**src/rtl/sdsa_pkg.sv**
```systemverilog
// Shared types, widths and constants of the diagonal shift block.
package sdsa_pkg;

  localparam int IDX_W       = 16;
  localparam int VAL_W       = 64;
  localparam int DIM_W       = 17;
  localparam int PTR_W       = 21;
  localparam int IN_TDATA_W  = 80;
  localparam int OUT_TDATA_W = 104;
  localparam int QUEUE_DEPTH = 4;
  localparam int QPTR_W      = 2;
  localparam int QFILL_W     = 3;

  localparam logic [DIM_W-1:0] DIM_MAX = 17'd65536;
  localparam logic [PTR_W-1:0] NNZ_MAX = 21'd1048576;

  localparam logic [VAL_W-1:0] VAL_POS_MAX = {1'b0, {(VAL_W-1){1'b1}}};
  localparam logic [VAL_W-1:0] VAL_NEG_MAX = {1'b1, {(VAL_W-1){1'b0}}};

  typedef enum logic [1:0] {
    REG_SHIFT_VALUE = 2'd0,
    REG_INNER_SIZE  = 2'd1,
    REG_OUTER_SIZE  = 2'd2
  } reg_index_t;

  typedef enum logic {
    OP_ENTRY   = 1'b0,
    OP_COL_END = 1'b1
  } op_t;

  typedef enum logic {
    KIND_ENTRY   = 1'b0,
    KIND_POINTER = 1'b1
  } kind_t;

  typedef struct packed {
    logic              kind;
    logic [IDX_W-1:0]  out_index;
    logic [VAL_W-1:0]  out_value;
    logic [PTR_W-1:0]  column_pointer;
    logic              overflow;
    logic              matrix_done;
    logic              last;
  } result_t;

  typedef struct packed {
    logic    v0;
    logic    v1;
    result_t r0;
    result_t r1;
  } push_t;

endpackage

```
**src/rtl/sdsa_core.sv**
```systemverilog
// Input register, configuration registers, column state and result forming.
module sdsa_core
  import sdsa_pkg::*;
(
  input  logic             clk,
  input  logic             rst,
  input  logic             cfg_valid,
  output logic             cfg_ready,
  input  logic [1:0]       cfg_index,
  input  logic [VAL_W-1:0] cfg_data,
  input  logic             in_valid,
  output logic             in_ready,
  input  logic             in_op,
  input  logic [IDX_W-1:0] in_index,
  input  logic [VAL_W-1:0] in_value,
  input  logic             room,
  output push_t            push
);

  logic [VAL_W-1:0] shift_value;
  logic [DIM_W-1:0] inner_size;
  logic [DIM_W-1:0] outer_size;

  logic             item_valid;
  logic             item_op;
  logic [IDX_W-1:0] item_index;
  logic [VAL_W-1:0] item_value;

  logic [IDX_W-1:0] col, col_next;
  logic             diag, diag_next;
  logic [PTR_W-1:0] cnt, cnt_next;

  logic             advance;
  logic             want_diag;
  logic             hit;
  logic             ins;
  logic [VAL_W-1:0] sum;
  logic             sat;
  logic [VAL_W-1:0] sat_value;
  logic             ov1, ov2;
  logic [PTR_W-1:0] cnt1, cnt2;
  logic [DIM_W-1:0] cols;
  logic [DIM_W-1:0] col_plus;
  logic             done;

  function automatic result_t make_entry(input logic [IDX_W-1:0] idx,
                                         input logic [VAL_W-1:0] val,
                                         input logic ovf, input logic lst);
    result_t r;
    r.kind           = KIND_ENTRY;
    r.out_index      = idx;
    r.out_value      = val;
    r.column_pointer = '0;
    r.overflow       = ovf;
    r.matrix_done    = 1'b0;
    r.last           = lst;
    return r;
  endfunction

  function automatic result_t make_ptr(input logic [PTR_W-1:0] c,
                                       input logic fin, input logic lst);
    result_t r;
    r.kind           = KIND_POINTER;
    r.out_index      = '0;
    r.out_value      = '0;
    r.column_pointer = c;
    r.overflow       = (c == NNZ_MAX);
    r.matrix_done    = fin;
    r.last           = lst;
    return r;
  endfunction

  assign cfg_ready = 1'b1;

  always_ff @(posedge clk) begin
    if (rst) begin
      shift_value <= '0;
      inner_size  <= 17'd1;
      outer_size  <= 17'd1;
    end else if (cfg_valid) begin
      unique case (cfg_index)
        REG_SHIFT_VALUE: shift_value <= cfg_data;
        REG_INNER_SIZE:  inner_size  <= cfg_data[DIM_W-1:0];
        REG_OUTER_SIZE:  outer_size  <= cfg_data[DIM_W-1:0];
        default: ;
      endcase
    end
  end

  assign advance  = item_valid && room;
  assign in_ready = !item_valid || room;

  always_ff @(posedge clk) begin
    if (rst) begin
      item_valid <= 1'b0;
    end else if (in_ready) begin
      item_valid <= in_valid;
    end
  end

  always_ff @(posedge clk) begin
    if (in_valid && in_ready) begin
      item_op    <= in_op;
      item_index <= in_index;
      item_value <= in_value;
    end
  end

  assign want_diag = ({1'b0, col} < inner_size) && !diag;
  assign hit = want_diag && (item_op == OP_ENTRY) && (item_index == col);
  assign ins = want_diag && (item_op == OP_ENTRY) && (item_index > col);

  assign sum = item_value + shift_value;
  assign sat = (item_value[VAL_W-1] == shift_value[VAL_W-1]) &&
               (sum[VAL_W-1] != item_value[VAL_W-1]);
  assign sat_value = sat ? (item_value[VAL_W-1] ? VAL_NEG_MAX : VAL_POS_MAX) : sum;

  assign ov1  = (cnt == NNZ_MAX);
  assign cnt1 = ov1 ? cnt : cnt + 21'd1;
  assign ov2  = (cnt1 == NNZ_MAX);
  assign cnt2 = ov2 ? cnt1 : cnt1 + 21'd1;

  assign cols     = (outer_size == '0) ? 17'd1 :
                    ((outer_size > DIM_MAX) ? DIM_MAX : outer_size);
  assign col_plus = {1'b0, col} + 17'd1;
  assign done     = (col_plus >= cols);

  always_comb begin
    push.v0  = advance;
    push.v1  = 1'b0;
    push.r0  = make_ptr(cnt, done, 1'b1);
    push.r1  = make_ptr(cnt1, done, 1'b1);
    col_next  = col;
    diag_next = diag;
    cnt_next  = cnt;
    priority if (item_op == OP_ENTRY) begin
      if (hit) begin
        push.r0   = make_entry(item_index, sat_value, sat | ov1, 1'b1);
        cnt_next  = cnt1;
        diag_next = 1'b1;
      end else if (ins) begin
        push.v1   = advance;
        push.r0   = make_entry(col, shift_value, ov1, 1'b0);
        push.r1   = make_entry(item_index, item_value, ov2, 1'b1);
        cnt_next  = cnt2;
        diag_next = 1'b1;
      end else begin
        push.r0  = make_entry(item_index, item_value, ov1, 1'b1);
        cnt_next = cnt1;
      end
    end else begin
      if (want_diag) begin
        push.v1  = advance;
        push.r0  = make_entry(col, shift_value, ov1, 1'b0);
        cnt_next = cnt1;
      end
      diag_next = 1'b0;
      if (done) begin
        col_next = '0;
        cnt_next = '0;
      end else begin
        col_next = col_plus[IDX_W-1:0];
      end
    end
  end

  always_ff @(posedge clk) begin
    if (rst) begin
      col  <= '0;
      diag <= 1'b0;
      cnt  <= '0;
    end else if (advance) begin
      col  <= col_next;
      diag <= diag_next;
      cnt  <= cnt_next;
    end
  end

endmodule

```
**src/rtl/sdsa_outq.sv**
```systemverilog
// Four-entry result queue taking up to two results a cycle and giving one.
module sdsa_outq
  import sdsa_pkg::*;
(
  input  logic    clk,
  input  logic    rst,
  input  push_t   push,
  output logic    room,
  output logic    out_valid,
  input  logic    out_ready,
  output result_t out_res
);

  result_t q [QUEUE_DEPTH];

  logic [QPTR_W-1:0]  wr_ptr, wr_ptr_next;
  logic [QPTR_W-1:0]  rd_ptr, rd_ptr_next;
  logic [QFILL_W-1:0] fill, fill_next;
  logic [QPTR_W-1:0]  wr_ptr_1;
  logic               pop;
  logic [QFILL_W-1:0] n_push;

  assign room      = (fill <= 3'd2);
  assign out_valid = (fill != '0);
  assign out_res   = q[rd_ptr];
  assign pop       = out_valid && out_ready;
  assign wr_ptr_1  = wr_ptr + 2'd1;

  assign n_push      = {2'b00, push.v0} + {2'b00, push.v1};
  assign fill_next   = fill + n_push - {2'b00, pop};
  assign wr_ptr_next = wr_ptr + n_push[QPTR_W-1:0];
  assign rd_ptr_next = rd_ptr + {1'b0, pop};

  always_ff @(posedge clk) begin
    if (push.v0) begin
      q[wr_ptr] <= push.r0;
    end
    if (push.v1) begin
      q[wr_ptr_1] <= push.r1;
    end
  end

  always_ff @(posedge clk) begin
    if (rst) begin
      wr_ptr <= '0;
      rd_ptr <= '0;
      fill   <= '0;
    end else begin
      wr_ptr <= wr_ptr_next;
      rd_ptr <= rd_ptr_next;
      fill   <= fill_next;
    end
  end

endmodule

```
**src/rtl/sparse_diagonal_shift_add_top.sv**
```systemverilog
// Top level of the streamed A + c*I block for compressed sparse matrices.
//
// Input stream s_axis: one transfer per stored nonzero (tuser = 0) or per
// column end marker (tuser = 1). Output stream m_axis: entries (tuser = 0)
// and column pointers (tuser = 1); tlast marks the final result of each
// input transfer. Registers (shift value, inner size, outer size) are
// written through cfg_*; the user must write them only while the stream
// is idle, not enforced by the block. cfg_ready is always high. A result
// passes the input register, then the result queue. One input per cycle
// while each gives one result; a transfer that inserts a diagonal entry
// gives two results, and the single output port sets the pace at one
// result per cycle, with the four-entry result queue absorbing the burst.
// Reset clears the column, the count, the queue and the registers (shift
// 0, sizes 1). If the receiver stalls, the queue fills and s_axis_tready
// drops; results are held unchanged until taken, none are lost.
module sparse_diagonal_shift_add_top
  import sdsa_pkg::*;
(
  input  logic                   clk,
  input  logic                   rst,
  input  logic                   s_axis_tvalid,
  output logic                   s_axis_tready,
  input  logic [IN_TDATA_W-1:0]  s_axis_tdata,   // inner_index, entry_value
  input  logic                   s_axis_tuser,   // op
  output logic                   m_axis_tvalid,
  input  logic                   m_axis_tready,
  // out_index, out_value, column_pointer, overflow, matrix_done, zero pad
  output logic [OUT_TDATA_W-1:0] m_axis_tdata,
  output logic                   m_axis_tuser,   // kind
  output logic                   m_axis_tlast,
  input  logic                   cfg_valid,
  output logic                   cfg_ready,
  input  logic [1:0]             cfg_index,
  input  logic [VAL_W-1:0]       cfg_data
);

  push_t   push;
  logic    room;
  result_t out_res;

  sdsa_core u_core (
    .clk       (clk),
    .rst       (rst),
    .cfg_valid (cfg_valid),
    .cfg_ready (cfg_ready),
    .cfg_index (cfg_index),
    .cfg_data  (cfg_data),
    .in_valid  (s_axis_tvalid),
    .in_ready  (s_axis_tready),
    .in_op     (s_axis_tuser),
    .in_index  (s_axis_tdata[15:0]),
    .in_value  (s_axis_tdata[79:16]),
    .room      (room),
    .push      (push)
  );

  sdsa_outq u_outq (
    .clk       (clk),
    .rst       (rst),
    .push      (push),
    .room      (room),
    .out_valid (m_axis_tvalid),
    .out_ready (m_axis_tready),
    .out_res   (out_res)
  );

  assign m_axis_tdata = {1'b0, out_res.matrix_done, out_res.overflow,
                         out_res.column_pointer, out_res.out_value, out_res.out_index};
  assign m_axis_tuser = out_res.kind;
  assign m_axis_tlast = out_res.last;

endmodule

```
**config.mk**
```make
export PLATFORM = sky130hd
export DESIGN_NAME = sparse_diagonal_shift_add_top
export DESIGN_NICKNAME = d
export VERILOG_FILES = /design/src/rtl/sdsa_pkg.sv /design/src/rtl/sdsa_core.sv /design/src/rtl/sdsa_outq.sv /design/src/rtl/sparse_diagonal_shift_add_top.sv
export SDC_FILE = /design/constraint.sdc
export NUM_CORES = 1
export LEC_CHECK = 0
export ABC_CLOCK_PERIOD_IN_PS = 6550
export BUFFER_PORTS_ARGS = -buffer_cell sky130_fd_sc_hd__buf_4
export CORE_UTILIZATION = 30
export DETAILED_ROUTE_END_ITERATION = 6
export SYNTH_ARGS = -nofsm -noshare
export SYNTH_HDL_FRONTEND = slang
export SYNTH_SLANG_ARGS = --single-unit
```
**constraint.sdc**
```tcl
create_clock -name clk -period 6.55 [get_ports clk]
set_input_delay 1.31 -clock clk [delete_from_list [all_inputs] [get_ports clk]]
set_output_delay 1.31 -clock clk [all_outputs]
set_load 0.02 [all_outputs]
```
==> flow_summary.toml <==
[placement]
port_buffers = 258
gp_congestion = 0.916
hpwl_microns = 87400
post_dp_cell_area_sq_um = 39800
dp.cells = 5184
pre_cts_slack_ns = 1.49

[clock_tree]
cts_root_buffer = "clkbuf_16"
clk_path_buf_depth = 3
cts_resized = 0
clock-sinks = 645
cts.reportedPaths.clkPinSlew_ns = 0.06
numCtsBuffers = 73
postCtsSetupRepairBufs = 0
clkLatencyLatePin_ns = 0.64
cts_tree = "built"
cts_hold_buffers = 0
cts_max_level = 3

[critical_path]
critPathKind = "flop to flop"
setup.worst_path.start = "u_core.col[0]"
end_kind = "flop"
rr_worst_depth = 17
r2r_start = "u_core.col[0]"
endpoint = "u_core.col[8]"
reg2reg_slack_ns = 1.38
r2r-end = "u_core.col[8]"
cp_data_arrival_time_ns = 5.69
path_max_fanout = 17
cp.required_ns = 7.08
critPathLaunchType = "flop"

[sta]
setup_viol = 0
finalHoldViolCount = 0
period_share_pct = 78.9
drv_slew = 0
worst_slack_ns = 1.38
worst_pin_slew_ns = 1.22
relSlewSlack_pct = 18.7
clock.fmax_mhz = 194
rsz0062_at_grt = "false"
fin_skew_ns = 0.0323
tns_ns = 0
finalCriticalPeriod_ns = 5.17

[die]
dieHeight_microns = 350
core_sq_um = 120000
initial_core_util_pct = 30.3
core.rowCount = 127
ioPinCount = 261
die_area_sq_um = 123000
die_w_microns = 350

[yosys]
synth_top_area_cell = "edfxtp_1"
ys_warn_count = 0
synth.most_common_cell = "nand2_1"
synth.avg_cell_area_sq_um = 10.3
synth_compound_area_share_pct = 20.2
synth_area_leaders = "edfxtp_1 41%, dfxtp_1 8.1%, mux4_2 6.5%, nand2_1 5.8%, ha_1 4.2%"
syn_inst = 3540
synth.net_count = 3815
synth_ff_type = "edfxtp_1"
synth_area_sq_um = 36400
synth_top_family_by_area = "compound AO/OA/AOI/OAI gates"
synthAdderAreaFrac_pct = 4.27
synth.distinct_cells = 99
async_flop_share_pct = 0
synth_edf_count = 497
synthSimpleGateAreaFrac_pct = 13.4
muxShareOfSynthArea_pct = 6.67
synthXorXnorAreaFrac_pct = 2.26
synth_seq_cells = 645
ys_top_cells_by_count = "566 x nand2_1, 497 x edfxtp_1, 259 x a21oi_1, 220 x nor2_1, 211 x clkbuf_1"
seq_area_frac_synth_pct = 49.2
synth_top_area_share_pct = 41.0

[grt]
grt_max_degree = 94
grt_pass1_vias = 29000
antenna_found_initial = 7
grtUsageTotal_pct = 20.4
grt-ovfl-total = 0
grt_first_pass_wirelength_microns = 188000

[hold_path]
min_path_type = "flop to flop"

[outcome]
status = "completed"

[power]
cellLeakagePower_nw = 14.3
ir_worst_vdd_v = 0.000180
powerDensity_nw_per_um2 = 306

[detailed_routing]
viasPerCell = 5.62
ant_nets = 0
routedWlPerCell_microns = 24.2
vias = 29900
drt_iter0_drc = 3117
drc = 0
drt_wl_total_microns = 128000
first_pass_iters = 6

[flow_run]
max_cap_viol_count = 0

[layout]
design_area_sq_um = 42200
nets = 3922
antenna_cells = 0
fillCellCount = 12100
syn_to_final_growth_pct = 16.0
drive_above_1_share_pct = 17.2
instances_no_fill = 5317
-- cell families after synthesis --
group,Yosys count
buffers and inverters,357
adders and majority gates,123
xor gates and xnor gates,93
and+or+nand+nor,1087
DFF,645
muxes,111
other,2
AOI/OAI and AO/OA,1122
-- worst min path at each step --
stage / start / endpoint / slack (ns) / cells past startpoint
after floorplan: u_core.inner_size[0] / u_core.inner_size[0] / 0.43 / 2
after global routing: u_core.inner_size[1] / u_core.inner_size[1] / 0.47 / 2
after CTS: u_core.inner_size[1] / u_core.inner_size[1] / 0.46 / 2
after global placement: u_core.inner_size[1] / u_core.inner_size[1] / 0.44 / 2
after detailed placement: u_core.inner_size[1] / u_core.inner_size[1] / 0.45 / 2
final: u_core.inner_size[7] / u_core.inner_size[7] / 0.46 / 2
-- worst max-delay path: stages (launching register included) --
cell	delay [ns]
dfxtp_1	0.48
ha_1	0.28
and3_1	0.25
and3_1	0.25
and3_1	0.25
and3_1	0.27
nand3_1	0.19
nor3_1	0.23
xnor2_1	0.19
ha_1	0.28
a21o_1	0.18
a211o_1	0.30
a211oi_1	0.34
a21oi_2	0.25
buf_4	0.27
nor2_1	0.72
nand3_1	0.16
a21oi_1	0.18
-- sequential cells by signal, summed over array words and instances (netlist names) --
register and cells:
u_core.diag 1, u_core.shift_value 64, u_core.item_index 16, u_outq.fill 3, u_outq.wr_ptr 2, u_core.item_op 1, u_outq.q 420, u_core.inner_size 17
u_core.outer_size 17, u_outq.rd_ptr 2, u_core.col 16, u_core.item_value 64, u_core.item_valid 1, u_core.cnt 21
-- cells in the final DEF, fill, tap and decap left out, drive strengths merged, types with 10 or more instances in the layout --
| cell | n |
|---|---|
| a22oi | 18 |
| o21bai | 16 |
| nor2 | 225 |
| nand3 | 49 |
| xor2 | 26 |
| edfxtp | 497 |
| mux4 | 105 |
| dfxtp | 148 |
| a221o | 33 |
| inv | 80 |
| buf | 313 |
| nand4 | 46 |
| nor3 | 49 |
| a21oi | 273 |
| a32o | 64 |
| o221ai | 17 |
| nor4 | 11 |
| clkbuf | 106 |
| a31oi | 17 |
| nor2b | 16 |
| xnor2 | 67 |
| or3 | 18 |
| o21ai | 361 |
| a22o | 17 |
| and2 | 23 |
| o211ai | 11 |
| nand2 | 567 |
| a311oi | 10 |
| ha | 121 |
| nand2b | 18 |
| o22ai | 101 |
| and3 | 23 |
| o21a | 24 |
| clkinv | 14 |
| a211oi | 43 |
| nor3b | 11 |
| a21o | 46 |
| o31ai | 14 |
-- cell type report --
cell class / count / area (sq um) / area share, %
Clock buffer: 106 / 2110 / 4.99
Clock inverter: 27 / 317 / 0.750
Inverter: 76 / 285 / 0.676
Multi-Input combinational cell: 2538 / 17200 / 40.7
Sequential cell: 645 / 17900 / 42.4
Tap cell: 1612 / 2020 / 4.78
Timing Repair Buffer: 313 / 2400 / 5.69
-- layer usage --
metal  share of wire, %  GRT usage, %  up-vias  wire [microns]
met1                 41          26.5    14700           52600
met4                3.0          6.65        6            3800
met5              0.030             0        -              39
met3                7.9          3.44      238           10100
li1                   -             -    13600               -
met2                 48          34.4     1379           61900
-- where the power goes --
part	total, mW	internal, mW	switching [mW]
combinational	3.56	1.34	2.22
clock	4.21	2.48	1.73
sequential	5.13	4.82	0.304
-- metrics by stage --
step	util, %	power, mW	hold WS (ns)
floorplan	-	7.30	0.430
global placement	33.1	8.76	0.442
detailed placement	33.1	8.79	0.449
CTS	35.1	13.0	0.457
global route	35.1	13.4	0.470
finish	35.1	12.9	0.457
No activity file was read; power rests on OpenSTA's default activity.
